$ cat src/rtl/ssc_pkg.sv
// Types, constants and helpers for the sorted score table.
package ssc_pkg;

  localparam int TABLE_DEPTH = 64;
  localparam int IDX_W       = $clog2(TABLE_DEPTH);
  localparam int CNT_W       = $clog2(TABLE_DEPTH + 1);
  localparam int KEY_W       = 32;
  localparam int SCORE_W     = 32;
  localparam int RANK_W      = 6;

  typedef enum logic [1:0] {
    FUNC_UPDATE = 2'd0,
    FUNC_READ   = 2'd1,
    FUNC_FIND   = 2'd2,
    FUNC_RSVD   = 2'd3
  } func_t;

  typedef enum logic [1:0] {
    ST_OK    = 2'd0,
    ST_FULL  = 2'd1,
    ST_RANGE = 2'd2,
    ST_NOKEY = 2'd3
  } status_t;

  typedef enum logic {
    S_IDLE,
    S_COMMIT
  } state_t;

  typedef struct packed {
    logic [KEY_W-1:0]          key;
    logic signed [SCORE_W-1:0] score;
  } entry_t;

  // Broadcast to every cell at accept time.
  typedef struct packed {
    logic                      is_read;
    logic [KEY_W-1:0]          key;
    logic signed [SCORE_W-1:0] score;
    logic [CNT_W-1:0]          rank;
    logic [CNT_W-1:0]          count;
  } cmp_t;

  // Broadcast to every cell in the commit cycle.
  typedef struct packed {
    logic             wr;
    logic             found;
    logic [IDX_W-1:0] pos;
    logic [CNT_W-1:0] n_eff;
    entry_t           item;
  } ctx_t;

  // Passed from cell i to cell i+1.
  typedef struct packed {
    logic above;    // entry i of the list without the item lands above the item
    logic after;    // cell i sits at or past the old slot of the key
  } link_t;

  function automatic logic [IDX_W-1:0] onehot_enc(input logic [TABLE_DEPTH-1:0] v);
    logic [IDX_W-1:0] r;
    r = '0;
    for (int i = 0; i < TABLE_DEPTH; i++) begin
      if (v[i]) r = r | IDX_W'(i);
    end
    return r;
  endfunction

endpackage

$ cat src/rtl/ssc_cell.sv
// One table slot: holds an entry, compares it against the beat, shifts with its neighbors.
module ssc_cell import ssc_pkg::*; (
  input  logic             clk,
  input  logic [IDX_W-1:0] idx,
  input  logic             cmp_en,
  input  cmp_t             cmp,
  input  ctx_t             ctx,
  input  entry_t           up_ent,
  input  logic             up_gt,
  input  entry_t           dn_ent,
  input  link_t            dn_link,
  output entry_t           ent,
  output logic             hit,
  output logic             gt,
  output link_t            link,
  output logic             slot
);

  entry_t ent_r, ent_nxt;
  logic   hit_r, hit_nxt;
  logic   ge_r, ge_nxt;
  logic   gt_r, gt_nxt;
  logic   valid;

  always_comb begin
    valid   = CNT_W'(idx) < cmp.count;
    hit_nxt = cmp.is_read ? (CNT_W'(idx) == cmp.rank) : (valid && ent_r.key == cmp.key);
    ge_nxt  = ent_r.score >= cmp.score;
    gt_nxt  = ent_r.score > cmp.score;
  end

  // above is a prefix of ones over the cells, so the first zero is the item's slot
  always_comb begin
    link.after = ctx.found && (idx >= ctx.pos);
    link.above = (CNT_W'(idx) < ctx.n_eff) && (link.after ? up_gt : ge_r);
    slot       = !link.above && dn_link.above;
    if (link.above) begin
      ent_nxt = link.after ? up_ent : ent_r;
    end else if (dn_link.above) begin
      ent_nxt = ctx.item;
    end else begin
      ent_nxt = dn_link.after ? ent_r : dn_ent;
    end
  end

  always_ff @(posedge clk) begin
    if (cmp_en) begin
      hit_r <= hit_nxt;
      ge_r  <= ge_nxt;
      gt_r  <= gt_nxt;
    end
    if (ctx.wr) begin
      ent_r <= ent_nxt;
    end
  end

  assign ent = ent_r;
  assign hit = hit_r;
  assign gt  = gt_r;

endmodule

$ cat config.mk
export PLATFORM = sky130hd
export DESIGN_NAME = ssc_cell
export DESIGN_NICKNAME = d
export VERILOG_FILES = /design/src/rtl/ssc_pkg.sv /design/src/rtl/ssc_cell.sv
export SDC_FILE = /design/constraint.sdc
export NUM_CORES = 1
export LEC_CHECK = 0
export BUFFER_PORTS_ARGS = -buffer_cell sky130_fd_sc_hd__buf_2
export CAP_MARGIN = 20
export CORE_AREA = 2 2 142 144
export DETAILED_ROUTE_END_ITERATION = 6
export DIE_AREA = 0 0 144 146
export GPL_TIMING_DRIVEN = 0
export HOLD_SLACK_MARGIN = 0.02
export PLACE_DENSITY_LB_ADDON = 0.3
export SYNTH_ARGS = -nofsm -noshare
export SYNTH_HDL_FRONTEND = slang
export SYNTH_SLANG_ARGS = --single-unit
$ cat constraint.sdc
create_clock -name clk -period 12.6 [get_ports clk]
set_input_delay 2.52 -clock clk [delete_from_list [all_inputs] [get_ports clk]]
set_output_delay 2.52 -clock clk [all_outputs]
set_load 0.05 [all_outputs]
== Word level (Yosys, flattened, before mapping) ==
Index checks and enable logic that the tools add are counted.

* Bits in registers: 67
* Word-level logic and storage cells: 26

* Order comparisons: 5
* Equality and inequality tests: 4
* Muxes and demuxes: 6
* Reductions and logical operators: 6

{| class="wikitable"
|+ Operator list
! kind !! count
|-
| 64-bit two-way mux || 4
|-
| 32-bit equality test || 1
|-
| 32-bit greater-or-equal comparator || 1
|-
| 32-bit greater-than comparator || 1
|-
| 6-bit by 7-bit < comparator with 1-bit output || 2
|-
| 6-bit by 7-bit equality test with 1-bit output || 1
|-
| 6-bit greater-or-equal comparator || 1
|-
| 1-bit logical AND || 4
|-
| 3-bit by 1-bit != test with 1-bit output, second input constant || 1
|-
| 3-bit AND reduction || 1
|-
| 1-bit two-way mux || 2
|-
| 2-bit != test, second input constant || 1
|-
| 1-bit logical NOT || 1
|}

== Depth between registers and ports, before layout ==
* Depth in word-level cells: 6
* Depth in mapped cells: 10

== Least setup slack after synthesis ==
No wires, ideal clock.

* Path kind: input-to-reg
* Start point: in ctx[75] (netlist bit)
* End point: reg ent_r, in the netlist ent[0] (enable)
* Library setup time: 0.603 ns
* Data arrival time: 8.925 ns
* Data required time: 11.997 ns
* Path slack: 3.072 ns
* Stages on the path: 8
* Buffers on the path: 0
* Cells stage by stage: inv_1 > ha_1 > a21o_1 > a21o_1 > o21ai_1 > nor2_1 > o21ai_0 > a311oi_1

{| class="wikitable"
|+ RTL lines
! element !! line !! source
|-
| start, declared || ssc_cell.sv:7 || <nowiki>input ctx_t ctx,</nowiki>
|-
| end signal, assigned || ssc_cell.sv:53 || <nowiki>ent_r <= ent_nxt;</nowiki>
|-
| end, declared || ssc_cell.sv:19 || <nowiki>entry_t ent_r, ent_nxt;</nowiki>
|}

==> reports/qor.csv <==
stage,metric,value,unit
floorplanning,pin_count,366,
placed_design,place_hpwl,15.24,mm
finish,multi_input_area,3137,um2
clocking,cts_resized,0,
synthesis,synth-main-ff-cell,edfxtp_1,
timing,rsz0062_at_grt,no,
floorplanning,floorplan.initialDensity,0.2823,
clocking,tritoncts,done,
synthesis,yosys_warnings,0,
global_route,grt_usage,0.1639,
timing,setup_ws,5509,ps
detailed_routing,top_layer,met4,
finish,postLayoutCoreUtil,0.4117,
floorplanning,core_area,19330,um2
synthesis,synth-edff-count,67,
timing,fin_tns_setup,0,ps
finish,n_fill_cell,1947,
detailed_routing,drc,0,
finish,regArea,2012,um2
clocking,clk_path_buf_depth,2,
synthesis,syn_area_per_cell,12.27,um2
synthesis,synth_cell_types,38,
setup_path,crit_arrival,4570,ps
global_route,grt_pass1_wl,25.96,mm
detailed_routing,met1_length,7.404,mm
timing,setup_viol,0,
setup_path,cp_max_fo,10,
finish,nNetsFinal,1169,
clocking,cts_root_buf,clkbuf_16,
synthesis,ys_ff_latch,67,
clocking,worst_skew_pair.late_latency,340,ps
timing,tightestPinTransition,768.1,ps
placed_design,portBuffers,364,
floorplanning,die_area,21020,um2
global_route,grt_start_max_net_pins,18,
global_route,gr-total-overflow,0,
clocking,cts_made_buffers,9,
synthesis,yosysMostFrequentCell,mux2_2,
synthesis,yosys-top-cells-count,"76 x mux2_2, 67 x edfxtp_1, 52 x inv_1",
detailed_routing,ant_nets,0,
clocking,path_clk_slew,60,ps
timing,finClkSkew,10.88,ps
setup_path,setup.worst_path.start_class,primary input,
finish,drive_gt1_frac,0.6152,
synthesis,synth_top_cells_by_area,"edfxtp_1 37%, mux2_2 16%, ha_1 11%",
power_and_ir_drop,vdd_drop_max,69.89,uV
detailed_routing,dr_wl_met2,9.000,mm
floorplanning,die_y,146,um
run_status,status,finished clean,
synthesis,syn_nets,790,
floorplanning,die_width,144,um
power_and_ir_drop,power.density,108.8,nW/um2
detailed_routing,avgRoutedWirePerCell,16.29,um
timing,period_share,0.5628,
synthesis,synth_largest_area_cell,edfxtp_1,
clocking,htree_num_levels,3,
clocking,clock_sinks,67,
detailed_routing,wl_met3,1.186,mm
setup_path,crit_required,10080,ps
placed_design,routabilityCongestion,0.8711,
setup_path,cp-end-kind,output port,
detailed_routing,wirelength,17.82,mm
timing,fin_crit,7091,ps
synthesis,yosysSeqAreaShare,0.3686,
synthesis,synthCells,445,
detailed_routing,first_pass_iters,4,
global_route,grt_antenna_before_repair,0,
floorplanning,rows,51,
placed_design,pre_cts_ws,5490,ps
synthesis,synth_top_cell_area_share,0.3686,
detailed_routing,drt_iter0_drc,95,
clocking,post_cts_buffers,0,
timing,slew_headroom,0.4832,
timing,finalMaxSlewViolations,0,
finish,antenna_cells,0,
setup_path,crit_type,in -> out,
power_and_ir_drop,leakage,3.906,nW
synthesis,async_flop_share,0,
clocking,postCtsHoldBufs,0,
timing,hold_violations,0,
detailed_routing,vias,4750,
hold_path,hold_path.class,reg -> reg,
global_route,grt_pass1_vias,4940,
detailed_routing,vias_per_cell,4.342,
synthesis,syn_area,5459,um2
run,max-cap-violations,0,
finish,syn2layout_area_growth,45.82,%
timing,fmax,141.0,MHz
==> sequential cells by signal, summed over array words and instances, names as in the netlist <==
name / cells
ent: 64
ge_r: 1
gt: 1
hit: 1
==> worst max-delay path, cell delays in order <==
cell and delay [ps]:
buf_2 140, ha_1 300, a21o_1 170, a21o_1 190, a211oi_2 260, o21ai_1 140
a22oi_2 270, buf_4 270, buf_2 290
==> placed cells by master, fill, tap and decap left out, drive strengths merged, types with 5 or more instances in the layout <==
cell and n:
a21o 10, a21oi 17, buf 375, clkbuf 17, edfxtp 67, ha 48, inv 53, mux2 129
nand2 11, nand3 5, nand4 13, nor2 7, o21ai 10, xnor2 29, xor2 9
==> report_power, final <==
group          internal (mW)  total [mW]  leakage [nW]  switching, mW
sequential             0.280       0.295         0.627         0.0145
combinational          0.153       0.337          3.15          0.184
clock                  0.133       0.234         0.127          0.101
==> metrics by stage <==
stage,cells,instance area (um2),total power [mW],hold WS [ps]
after global placement,1074,7612,0.6370,882.8
after detailed placement,1078,7690,0.6404,903.2
final,1094,7960,0.8662,875.8
after global routing,1094,7960,0.9133,974.0
after CTS,1094,7960,0.8805,919.1
after floorplan,445,5459,0.5314,985.8
==> cell type report <==
class                   count  area share
plain buffers              14     0.01666
clock buffers              10     0.02876
clock inverters             6    0.005187
inverters                  52     0.02452
multi-input cells         312      0.3941
flip-flops and latches     67      0.2528
well taps                 265     0.04165
repair buffers            368      0.2364
==> logic make-up (layout without fill, tap and decap cells) <==
family	count (synthesis)	count (layout)	share of synthesized area
buffers and inverters	66	450	0.06005
adders and majority gates	48	48	0.1100
DFF	67	67	0.3686
xor gates and xnor gates	38	38	0.06097
AOI/OAI and AO/OA	48	48	0.05867
muxes	130	130	0.2954
and+or+nand+nor	48	48	0.04630
==> worst paths after layout <==
check          start  endpoint  slack, ps  cells past startpoint
min          ent[31]      ge_r        880                      2
max           idx[4]   link[1]       5510                      9
max reg2reg  ent[14]      ge_r       9910                      7
min reg2reg  ent[31]      ge_r        880                      2
==> metal layers <==
layer | up-vias | GRT usage
li1 | 2390 | -
met1 | 2169 | 0.1924
met2 | 175 | 0.2924
met3 | 16 | 0.04344
met4 | 0 | 0.04412
met5 | - | 0
Power figures use the tool's default switching activity.
